<file path="src/hdl/mvac_pkg.sv">
// ----------------------------------------------------------------------------
// Motor valve actuator controller package
// Shared types, codes and reset values for the valve controller.
// ----------------------------------------------------------------------------
package mvac_pkg;

	typedef enum logic [2:0] {
		MODE_IDLE    = 3'd0,
		MODE_OPENING = 3'd1,
		MODE_CLOSING = 3'd2,
		MODE_OPEN    = 3'd3,
		MODE_CLOSED  = 3'd4,
		MODE_FAULT   = 3'd5
	} mode_t;

	localparam logic [2:0] OP_NONE  = 3'd0;
	localparam logic [2:0] OP_OPEN  = 3'd1;
	localparam logic [2:0] OP_CLOSE = 3'd2;
	localparam logic [2:0] OP_STOP  = 3'd3;
	localparam logic [2:0] OP_EMERG = 3'd4;

	localparam logic [5:0] FLAG_OPEN    = 6'h01;
	localparam logic [5:0] FLAG_CLOSED  = 6'h02;
	localparam logic [5:0] FLAG_MOVING  = 6'h04;
	localparam logic [5:0] FLAG_FAULT   = 6'h08;
	localparam logic [5:0] FLAG_OVERCUR = 6'h10;
	localparam logic [5:0] FLAG_TIMEOUT = 6'h20;

	localparam logic [1:0] DRIVE_OFF   = 2'd0;
	localparam logic [1:0] DRIVE_OPEN  = 2'd1;
	localparam logic [1:0] DRIVE_CLOSE = 2'd2;

	localparam logic [1:0] REG_MOVE_TIMEOUT  = 2'd0;
	localparam logic [1:0] REG_OC_LIMIT      = 2'd1;
	localparam logic [1:0] REG_SAMPLE_PERIOD = 2'd2;
	localparam logic [1:0] REG_CURRENT_SCALE = 2'd3;

	localparam logic [15:0] MOVE_TIMEOUT_RST  = 16'd3000;
	localparam logic [15:0] OC_LIMIT_RST      = 16'd2000;
	localparam logic [7:0]  SAMPLE_PERIOD_RST = 8'd5;
	localparam logic [7:0]  CURRENT_SCALE_RST = 8'd65;
	localparam logic [7:0]  SINCE_SAMPLE_RST  = 8'hFF;

	localparam int unsigned IN_BITS  = 17;
	localparam int unsigned IN_BYTES = (IN_BITS + 7) / 8;
	localparam int unsigned OUT_BITS  = 27;
	localparam int unsigned OUT_BYTES = (OUT_BITS + 7) / 8;

	typedef struct packed {
		logic [15:0] move_timeout_ticks;
		logic [15:0] overcurrent_limit_ma;
		logic [7:0]  sample_period_ticks;
		logic [7:0]  current_scale;
	} cfg_t;

	typedef struct packed {
		logic signed [11:0] adc_sample;
		logic               at_closed_limit;
		logic               at_open_limit;
		logic [2:0]         operation;
	} item_t;

	typedef struct packed {
		logic        started;
		mode_t       mode;
		logic [5:0]  flags;
		logic [15:0] last_ma;
		logic [15:0] move_elapsed;
		logic [7:0]  since_sample;
	} vstate_t;

	typedef struct packed {
		logic [1:0]  drive_direction;
		logic [15:0] motor_current_ma;
		logic [5:0]  status_bits;
		mode_t       valve_mode;
	} result_t;

endpackage

</file>
<file path="src/hdl/motor_valve_actuator_controller.sv">
// ----------------------------------------------------------------------------
// Motor valve actuator controller
// Per-tick valve state machine with limit switches, current sampling,
// timeout and overcurrent faults, and H-bridge drive output.
// ----------------------------------------------------------------------------
// Pipeline: the edge that accepts a request loads the input register, and its result
// moves into the result register once that is free or being drained, offered from then.
// Throughput: one request per cycle while m_axis_tready drains the results; the
// valve state updates as each request moves from the input register to the result register.
// Reset: arst_n clears the pipeline, returns the valve state to its start-up
// values and the configuration registers to their defaults; no clearing pass.
module motor_valve_actuator_controller (
	input  logic        clk,
	input  logic        arst_n,
	// APB-style configuration port
	input  logic        psel,
	input  logic        penable,
	input  logic        pwrite,
	input  logic [3:0]  paddr,
	input  logic [31:0] pwdata,
	output logic [31:0] prdata,
	output logic        pready,
	// tick requests
	input  logic        s_axis_tvalid,
	output logic        s_axis_tready,
	// [2:0] operation, [3] at_open_limit, [4] at_closed_limit,
	// [16:5] adc_sample, [23:17] zero
	input  logic [8*mvac_pkg::IN_BYTES-1:0]  s_axis_tdata,
	// results
	output logic        m_axis_tvalid,
	input  logic        m_axis_tready,
	// [2:0] valve_mode, [8:3] status_bits, [24:9] motor_current_ma,
	// [26:25] drive_direction, [31:27] zero
	output logic [8*mvac_pkg::OUT_BYTES-1:0] m_axis_tdata
);
	import mvac_pkg::*;

	cfg_t    cfg;
	item_t   item_s1;
	logic    valid_s1;
	result_t res_s2;
	logic    valid_s2;
	vstate_t state_q;
	vstate_t state_nxt;
	result_t res_nxt;
	logic    in_take;
	logic    advance;

	mvac_regs u_regs (
		.clk     (clk),
		.arst_n  (arst_n),
		.psel    (psel),
		.penable (penable),
		.pwrite  (pwrite),
		.paddr   (paddr),
		.pwdata  (pwdata),
		.prdata  (prdata),
		.pready  (pready),
		.cfg     (cfg)
	);

	mvac_core u_core (
		.cur  (state_q),
		.item (item_s1),
		.cfg  (cfg),
		.nxt  (state_nxt),
		.res  (res_nxt)
	);

	// Advance the held request whenever the result register is free or
	// being drained; the input register refills in the same cycle.
	assign advance       = valid_s1 && (!valid_s2 || m_axis_tready);
	assign s_axis_tready = !valid_s1 || advance;
	assign in_take       = s_axis_tvalid && s_axis_tready;

	always_ff @(posedge clk or negedge arst_n) begin
		if (!arst_n) begin
			valid_s1 <= 1'b0;
			valid_s2 <= 1'b0;
		end else begin
			if (in_take)      valid_s1 <= 1'b1;
			else if (advance) valid_s1 <= 1'b0;

			if (advance)            valid_s2 <= 1'b1;
			else if (m_axis_tready) valid_s2 <= 1'b0;
		end
	end

	// Valve state: commit the tick's update as its result is registered.
	always_ff @(posedge clk or negedge arst_n) begin
		if (!arst_n) begin
			state_q.started      <= 1'b0;
			state_q.mode         <= MODE_IDLE;
			state_q.flags        <= '0;
			state_q.last_ma      <= '0;
			state_q.move_elapsed <= '0;
			state_q.since_sample <= SINCE_SAMPLE_RST;
		end else if (advance) begin
			state_q <= state_nxt;
		end
	end

	// Payload registers: hold while stalled.
	always_ff @(posedge clk) begin
		if (in_take) item_s1 <= s_axis_tdata[IN_BITS-1:0];
		if (advance) res_s2  <= res_nxt;
	end

	assign m_axis_tvalid = valid_s2;
	assign m_axis_tdata  = {{(8*OUT_BYTES-OUT_BITS){1'b0}}, res_s2};

endmodule

</file>
<file path="src/hdl/mvac_regs.sv">
// ----------------------------------------------------------------------------
// Valve controller configuration registers
// APB-style register file holding timeout, current limit, sample period
// and current scale.
// ----------------------------------------------------------------------------
module mvac_regs (
	input  logic           clk,
	input  logic           arst_n,
	input  logic           psel,
	input  logic           penable,
	input  logic           pwrite,
	input  logic [3:0]     paddr,
	input  logic [31:0]    pwdata,
	output logic [31:0]    prdata,
	output logic           pready,
	output mvac_pkg::cfg_t cfg
);
	import mvac_pkg::*;

	cfg_t       cfg_q;
	logic [1:0] idx;
	logic       wr_en;

	assign idx    = paddr[3:2];
	assign wr_en  = psel && penable && pwrite;
	assign pready = 1'b1;
	assign cfg    = cfg_q;

	always_ff @(posedge clk or negedge arst_n) begin
		if (!arst_n) begin
			cfg_q.move_timeout_ticks   <= MOVE_TIMEOUT_RST;
			cfg_q.overcurrent_limit_ma <= OC_LIMIT_RST;
			cfg_q.sample_period_ticks  <= SAMPLE_PERIOD_RST;
			cfg_q.current_scale        <= CURRENT_SCALE_RST;
		end else if (wr_en) begin
			unique case (idx)
				REG_MOVE_TIMEOUT:  cfg_q.move_timeout_ticks   <= pwdata[15:0];
				REG_OC_LIMIT:      cfg_q.overcurrent_limit_ma <= pwdata[15:0];
				REG_SAMPLE_PERIOD: cfg_q.sample_period_ticks  <= pwdata[7:0];
				REG_CURRENT_SCALE: cfg_q.current_scale        <= pwdata[7:0];
				default: ;
			endcase
		end
	end

	always_comb begin
		unique case (idx)
			REG_MOVE_TIMEOUT:  prdata = {16'd0, cfg_q.move_timeout_ticks};
			REG_OC_LIMIT:      prdata = {16'd0, cfg_q.overcurrent_limit_ma};
			REG_SAMPLE_PERIOD: prdata = {24'd0, cfg_q.sample_period_ticks};
			REG_CURRENT_SCALE: prdata = {24'd0, cfg_q.current_scale};
			default:           prdata = '0;
		endcase
	end

endmodule

</file>
<file path="src/hdl/mvac_core.sv">
// ----------------------------------------------------------------------------
// Valve controller tick logic
// Combinational next-state and result for one control tick.
// ----------------------------------------------------------------------------
module mvac_core (
	input  mvac_pkg::vstate_t cur,
	input  mvac_pkg::item_t   item,
	input  mvac_pkg::cfg_t    cfg,
	output mvac_pkg::vstate_t nxt,
	output mvac_pkg::result_t res
);
	import mvac_pkg::*;

	// Enter a mode; re-entering the current mode keeps flags and elapsed count.
	function automatic vstate_t go_mode(vstate_t s, mode_t target);
		vstate_t r;
		r = s;
		if (s.mode != target) begin
			r.mode = target;
			unique case (target)
				MODE_OPENING, MODE_CLOSING: begin
					r.flags = (s.flags & ~(FLAG_OPEN | FLAG_CLOSED | FLAG_FAULT |
						FLAG_OVERCUR | FLAG_TIMEOUT)) | FLAG_MOVING;
					r.move_elapsed = '0;
				end
				MODE_OPEN:   r.flags = (s.flags & ~FLAG_MOVING) | FLAG_OPEN;
				MODE_CLOSED: r.flags = (s.flags & ~FLAG_MOVING) | FLAG_CLOSED;
				MODE_FAULT:  r.flags = (s.flags & ~FLAG_MOVING) | FLAG_FAULT;
				default:     r.flags = s.flags & ~FLAG_MOVING;
			endcase
		end
		return r;
	endfunction

	always_comb begin
		vstate_t     s;
		logic [10:0] counts;
		logic [18:0] ma;
		logic        moving;
		logic        reached;
		logic        lo;
		logic        lc;

		lo = item.at_open_limit;
		lc = item.at_closed_limit;
		s  = cur;

		// first tick: take the mode from the limit switches
		if (!cur.started) begin
			s.started = 1'b1;
			if (lo) begin
				s.mode  = MODE_OPEN;
				s.flags = s.flags | FLAG_OPEN;
			end else if (lc) begin
				s.mode  = MODE_CLOSED;
				s.flags = s.flags | FLAG_CLOSED;
			end else begin
				s.mode = MODE_IDLE;
			end
		end

		unique case (item.operation)
			OP_OPEN:  if (!lo) s = go_mode(s, MODE_OPENING);
			OP_CLOSE: if (!lc) s = go_mode(s, MODE_CLOSING);
			OP_STOP: begin
				if (lo)      s = go_mode(s, MODE_OPEN);
				else if (lc) s = go_mode(s, MODE_CLOSED);
				else         s = go_mode(s, MODE_IDLE);
			end
			OP_EMERG: s = go_mode(s, MODE_CLOSING);
			default: ;
		endcase

		moving = (s.mode == MODE_OPENING) || (s.mode == MODE_CLOSING);

		// negative samples read as zero current
		counts = item.adc_sample[11] ? 11'd0 : item.adc_sample[10:0];
		ma     = {8'd0, counts} * {11'd0, cfg.current_scale};
		if (moving && (s.since_sample >= cfg.sample_period_ticks)) begin
			s.last_ma      = (ma > 19'h0FFFF) ? 16'hFFFF : ma[15:0];
			s.since_sample = '0;
		end

		reached = (s.mode == MODE_OPENING) ? lo : lc;
		if (moving) begin
			priority if (reached) begin
				s = go_mode(s, (s.mode == MODE_OPENING) ? MODE_OPEN : MODE_CLOSED);
			end else if (s.move_elapsed > cfg.move_timeout_ticks) begin
				s.flags = s.flags | FLAG_TIMEOUT;
				s = go_mode(s, MODE_FAULT);
			end else if (s.last_ma > cfg.overcurrent_limit_ma) begin
				s.flags = s.flags | FLAG_OVERCUR;
				s = go_mode(s, MODE_FAULT);
			end else begin
				// keep moving
			end
		end

		res.valve_mode       = s.mode;
		res.status_bits      = s.flags;
		res.motor_current_ma = s.last_ma;
		priority if (s.mode == MODE_OPENING) res.drive_direction = DRIVE_OPEN;
		else if (s.mode == MODE_CLOSING)     res.drive_direction = DRIVE_CLOSE;
		else                                 res.drive_direction = DRIVE_OFF;

		// saturating tick counters
		nxt = s;
		if (s.move_elapsed != 16'hFFFF) nxt.move_elapsed = s.move_elapsed + 16'd1;
		if (s.since_sample != 8'hFF)    nxt.since_sample = s.since_sample + 8'd1;
	end

endmodule

</file>
<file path="config.mk">
export PLATFORM = sky130hd
export DESIGN_NAME = motor_valve_actuator_controller
export DESIGN_NICKNAME = d
export VERILOG_FILES = /design/src/hdl/mvac_pkg.sv /design/src/hdl/motor_valve_actuator_controller.sv /design/src/hdl/mvac_regs.sv /design/src/hdl/mvac_core.sv
export SDC_FILE = /design/constraint.sdc
export NUM_CORES = 1
export LEC_CHECK = 0
export ABC_AREA = 1
export CORE_ASPECT_RATIO = 0.6
export CORE_MARGIN = 2
export CORE_UTILIZATION = 60
export CTS_BUF_LIST = sky130_fd_sc_hd__clkbuf_8
export CTS_CLUSTER_SIZE = 10
export DETAILED_ROUTE_END_ITERATION = 6
export DONT_BUFFER_PORTS = 1
export PLACE_DENSITY_LB_ADDON = 0.25
export SETUP_SLACK_MARGIN = 0.3
export SKIP_CTS_REPAIR_TIMING = 1
export SLEW_MARGIN = 25
export SYNTH_ARGS = -nofsm -noshare
export SYNTH_HDL_FRONTEND = slang
export SYNTH_SLANG_ARGS = --single-unit
</file>
<file path="constraint.sdc">
create_clock -name clk -period 9.1 [get_ports clk]
set_clock_uncertainty 0.15 [all_clocks]
set_input_delay 1.82 -clock clk [delete_from_list [all_inputs] [get_ports clk]]
set_output_delay 1.82 -clock clk [all_outputs]
set_load 0.01 [all_outputs]
</file>
==> impl_metrics.yaml, run 1 <==
power:
  p_leak_nw: 5.81
  peakVddDrop_mv: 0.108
  cellInternalPower_mw: 1.54
  clock_power_share: 0.164
  power.density_nw_per_um2: 253
  switching_share: 0.460
  pwr-share-comb: 0.472
  p_seq_frac: 0.364
  finalPower_mw: 2.86
  switching_power_mw: 1.31
routing:
  drt-total-wl_mm: 27.3
  via_count: 8993
  wl_per_cell_um: 16.8
  avgViaCountPerCell: 5.52
  ant_nets: 0
  drc: 0
  drt-pass1-iter-count: 6
  drt_iter0_drc: 1009
sta:
  finalSetupViolCount: 0
  fmax_ghz: 0.128
  worst_pin_slew_ns: 0.967
  slew_viol_final: 0
  fin_tns_setup_ns: 0
  hold_violations: 0
  finalWorstSetupSlack_ns: 1.27
  max_slew_margin: 0.353
  fin_crit_sh: 0.861
  rsz0062_at_grt: "false"
  period_minus_slack_ns: 7.83
global_routing:
  grt_pass1_wl_mm: 43.9
  antenna_found_initial: 0
  grt_pass1_vias: 8238
  overflow: 0
  grt.total_usage: 0.302
  grt_max_degree: 101
layout:
  antenna_cells: 0
  layout_common_cells: "nand2_1 (305), inv_1 (251), nor2_1 (150), o21ai_0 (99), ha_1 (81)"
  areaGrowthSynthToFinish_pct: 3.91
  layout.nets: 1577
  post-route-cell-area_um2: 11300
  utilization: 0.630
  drive_gt1_frac: 0.0627
  layout_commonest_cell: "nand2_1"
floorplanning:
  die_w_um: 178
  core_um2: 17900
  dieHeight_um: 108
  num_rows: 38
  start_util: 0.607
  io_pins: 134
  fp.dieArea_um2: 19200
critical_path:
  critPathMaxFanout: 15
  r2r-start: "item_s1[16]$_DFFE_PP_"
  cp.buffers_inverters: 9
  critPathKind: "flop to flop"
  required_ns: 9.19
  max_stage_delay_ns: 0.55
  crit_arrival_ns: 7.92
  crit_top_cell: "nand2_1"
  worst_path_dominant_cell_family: "simple AND/OR/NAND/NOR gates"
  cp-start-kind: "flop"
  worst_setup_path_end_kind: "flop"
  cpMaxStageDelayCell: "fa_1"
  startpoint: "item_s1[16]$_DFFE_PP_"
min_path:
  min-delay-start: "u_regs.cfg[44]$_DFFE_PN0P_"
  hold_path.class: "flop to flop"
run:
  maxCapViolations: 0
logic_synthesis:
  yosys-top-cells-area: "dfrtp_1 (17%), edfxtp_1 (12%), nand2_1 (11%)"
  synth_edf_count: 44
  yosysWarningCount: 0
  synth_ff_type: "dfrtp_1"
  synth.distinct_cells: 45
  synth_top_area_frac: 0.173
  postSynth.asyncResetShare: 0.694
  syn_inst: 1383
  ys_ff_latch: 144
  postSynthAreaPerCell_um2: 7.86
  yosysTopAreaCell: "dfrtp_1"
  ys_seq_area_frac: 0.355
  netlist_area_um2: 10900
clock_tree:
  cts_sinks: 144
  tritoncts: "built"
  clkTransAtPathRegs_ns: 0.09
  clk_path_buf_depth: 2
  cts_made_buffers: 17
  htree_levels: 4
  cts-root-buf: "clkbuf_8"
  insertion_delay_ns: 0.48
placement:
  place_ws_ns: 1.44
  dp_hpwl_mm: 21.1
  place.gp.congestion: 0.915
  numPortBuffers: 0
  placed_cell_area_um2: 11000
status:
  status: "complete, no violations"
-- layer usage --
layer	vias to the layer above	part of all wire	wire [um]	GRT usage
met4	0	0.011	310	0.0644
met1	4187	0.48	13000	0.468
met2	473	0.37	10200	0.390
li1	4303	-	-	-
met3	30	0.14	3760	0.121
met5	-	0	0	0
-- state kept, by name, indices dropped and copies added, names as in the netlist --
| signal | flops |
|---|---|
| u_regs.cfg | 48 |
| state_q | 50 |
| m_axis_tdata | 27 |
| valid_s1 | 1 |
| m_axis_tvalid | 1 |
| item_s1 | 17 |
-- metrics by stage --
| stage | instances | hold WS, ns |
|---|---|---|
| after global routing | 1628 | 0.361 |
| after CTS | 1628 | 0.344 |
| after detailed placement | 1596 | 0.324 |
| after global placement | 1596 | 0.316 |
| after floorplan | 1403 | 0.299 |
| final | 1628 | 0.341 |
-- synth_stat cells (2+ instances only) --
| cell | instances |
|---|---|
| edfxtp_1 | 44 |
| nor2_1 | 150 |
| clkbuf_1 | 16 |
| conb_1 | 2 |
| dfrtp_1 | 75 |
| clkinv_1 | 6 |
| a21oi_1 | 75 |
| inv_1 | 251 |
| buf_4 | 23 |
| nor2_2 | 4 |
| fa_1 | 54 |
| o21bai_1 | 4 |
| dfstp_2 | 25 |
| o22ai_1 | 12 |
| o21ai_0 | 99 |
| a21o_1 | 3 |
| nand2_4 | 2 |
| o211ai_1 | 5 |
| a31oi_1 | 4 |
| xnor2_1 | 4 |
| inv_2 | 7 |
| ha_1 | 81 |
| nor3_1 | 9 |
| buf_6 | 4 |
| buf_1 | 2 |
| nand3_2 | 2 |
| o2111ai_1 | 2 |
| nand4_1 | 13 |
| nand3_1 | 61 |
| o21ai_2 | 6 |
| nand2_1 | 305 |
| buf_2 | 4 |
| nand2_2 | 4 |
| xor2_1 | 14 |
-- cell type report --
type / instances / area [um2]
sequential: 144 / 3850
clock buffer: 17 / 234
fill: 1553 / 6630
timing repair buffer: 3 / 22.5
multi-input combinational: 945 / 5780
clock inverter: 15 / 113
inverter: 264 / 991
tap: 240 / 300
-- power by group through the flow --
stage	Clock, mW	Sequential, mW	Combinational (mW)
4_1_cts	0.470	1.04	1.33
2_1_floorplan	0	1.01	1.02
3_5_place_dp	0	1.05	1.32
6_report	0.468	1.04	1.35
3_3_place_gp	0	1.04	1.27
5_1_grt	0.498	1.06	1.56
-- logic make-up (layout without fill, tap and decap cells) --
family | after synthesis | count (layout) | share of synthesized area
fa+ha+maj | 135 | 135 | 0.193
buf+inv | 314 | 299 | 0.120
compound gates | 213 | 213 | 0.106
other cells | 2 | 22 | 0.000691
flops | 144 | 144 | 0.355
simple gates | 557 | 557 | 0.211
xor+xnor | 18 | 18 | 0.0145
-- path summary, 6_finish.rpt --
check                                            endpoint  slack, ns  cells after the start
min reg2reg                    u_regs.cfg[44]$_DFFE_PN0P_       0.34                      2
max reg2reg                m_axis_tdata[26]$_SDFFCE_PN0P_       1.27                     40
min                            u_regs.cfg[44]$_DFFE_PN0P_       0.34                      2
max in group asynchronous       u_regs.cfg[6]$_DFFE_PN1P_       7.60                      0
min in group asynchronous         state_q[47]$_DFFE_PN0P_       0.88                      0
max                        m_axis_tdata[26]$_SDFFCE_PN0P_       1.27                     40
-- tightest hold or removal path, stage by stage (launching register included) --
cell and delay, ns:
dfrtp_1 0.35, nand2_1 0.05, o21ai_0 0.06
Note: power is estimated with default switching activity, not from simulation.
==> run 2, diff against run 1 <==
==> constraint.sdc (replaced) <==
create_clock -name clk -period 9.1 [get_ports clk]
set_clock_uncertainty 0.15 [all_clocks]
set_input_delay 0.91 -clock clk [delete_from_list [all_inputs] [get_ports clk]]
set_output_delay 0.91 -clock clk [all_outputs]
set_load 0.01 [all_outputs]
==> impl_metrics.yaml, run 2 (synthesis gave the netlist of run 1 again) <==
status:
  status: "complete, no violations"
routing:
  drc: 0
  drt-total-wl_mm: 26.9
  drt_iter0_drc: 899
  ant_nets: 0
  via_count: 8940
  avgViaCountPerCell: 5.49
  drt-pass1-iter-count: 5
  wl_per_cell_um: 16.5
critical_path:
  critPathKind: "flop to flop"
  ff2ff_path_depth: 40
  required_ns: 9.18
  cp-start-kind: "flop"
  startpoint: "item_s1[16]$_DFFE_PP_"
  crit_arrival_ns: 7.79
  crit_top_cell: "nand2_1"
  worst_setup_path_end_kind: "flop"
  critPathMaxFanout: 15
  cp.buffers_inverters: 9
  cpMaxStageDelayCell: "fa_1"
  worst_path_dominant_cell_family: "simple AND/OR/NAND/NOR gates"
  r2r-start: "item_s1[16]$_DFFE_PP_"
  r2r_end: "m_axis_tdata[26]$_SDFFCE_PN0P_"
  reg2reg_slack_ns: 1.39
  max_stage_delay_ns: 0.54
sta:
  holdWs_ns: 0.147
  rsz0062_at_grt: "false"
  slew_viol_final: 0
  worst_pin_slew_ns: 0.952
  period_minus_slack_ns: 7.71
  finalWorstSetupSlack_ns: 1.39
  fin_crit_sh: 0.847
  max_slew_margin: 0.364
  fmax_ghz: 0.130
  hold_violations: 0
  finalSetupViolCount: 0
  fin_tns_setup_ns: 0
power:
  p_leak_nw: 5.83
  peakVddDrop_mv: 0.112
  power.density_nw_per_um2: 252
placement:
  placed_cell_area_um2: 11000
  place_ws_ns: 1.56
  place.gp.congestion: 0.912
  dp_hpwl_mm: 20.8
  numPortBuffers: 0
clock_tree:
  htree_levels: 4
  tritoncts: "built"
  clk_path_buf_depth: 2
  cts_made_buffers: 17
  clkTransAtPathRegs_ns: 0.09
  cts-root-buf: "clkbuf_8"
  insertion_delay_ns: 0.47
  cts_sinks: 144
global_routing:
  grt_max_degree: 101
  grt_pass1_vias: 8255
  grt_pass1_wl_mm: 43.3
  overflow: 0
  grt.total_usage: 0.296
  antenna_found_initial: 0
layout:
  layout_commonest_cell: "nand2_1"
  areaGrowthSynthToFinish_pct: 4.22
  layout_common_cells: "nand2_1 (305), inv_1 (252), nor2_1 (150), o21ai_0 (99), ha_1 (81)"
  nFillCells: 1615
  regMostFlops: "state_q"
  post-route-cell-area_um2: 11300
  antenna_cells: 0
  layout.nets: 1578
  largest_register_ffs: 50
  drive_gt1_frac: 0.0634
floorplanning:
  core_um2: 17900
  io_pins: 134
  num_rows: 38
  dieHeight_um: 108
  fp.dieArea_um2: 19200
  start_util: 0.607
  die_w_um: 178
run:
  maxCapViolations: 0
min_path:
  hold_path.class: "primary input to async pin"
-- run 2: cell types whose count changed in the layout (fill, tap and decap cells not counted), sizes merged --
| cell | previous run | this run |
|---|---|---|
| buf | 3 | 4 |
| clkinv | 12 | 9 |
| clkbuf | 17 | 18 |
| inv | 263 | 265 |
-- run 2: where the power goes --
group | switching, mW | internal [mW] | total (mW) | leakage [nW]
Sequential | 0.130 | 0.906 | 1.04 | 1.61
Combinational | 0.899 | 0.445 | 1.34 | 4.04
Clock | 0.272 | 0.199 | 0.471 | 0.174
-- run 2: how the worst max path moves through the flow --
stage,endpoint,cells past startpoint
floorplan,m_axis_tdata[26]$_SDFFCE_PN0P_,42
global placement,m_axis_tdata[26]$_SDFFCE_PN0P_,40
detailed placement,m_axis_tdata[26]$_SDFFCE_PN0P_,40
CTS,m_axis_tdata[26]$_SDFFCE_PN0P_,40
global route,m_axis_tdata[26]$_SDFFCE_PN0P_,39
finish,m_axis_tdata[26]$_SDFFCE_PN0P_,40
-- run 2: layer usage --
| metal | vias up | track usage | share of wire |
|---|---|---|---|
| li1 | 4310 | - | - |
| met1 | 4202 | 0.468 | 0.50 |
| met2 | 408 | 0.377 | 0.37 |
| met3 | 20 | 0.106 | 0.12 |
| met4 | 0 | 0.0656 | 0.0092 |
| met5 | - | 0 | 0 |
-- run 2: cell type report --
class	count	area, um2	share of cell area
clock buffers	18	248	0.0219
clock inverters	14	105	0.00928
inverters	264	991	0.0875
multi-input cells	945	5780	0.510
flip-flops and latches	144	3850	0.340
well taps	240	300	0.0265
repair buffers	4	50.0	0.00442
-- run 2: stage by stage --
step / utilization / power, mW / instances
final: 0.632 / 2.85 / 1629
after global routing: 0.632 / 3.12 / 1629
after CTS: 0.631 / 2.83 / 1628
after detailed placement: 0.611 / 2.36 / 1596
after global placement: 0.611 / 2.31 / 1596
after floorplan: - / 2.03 / 1403
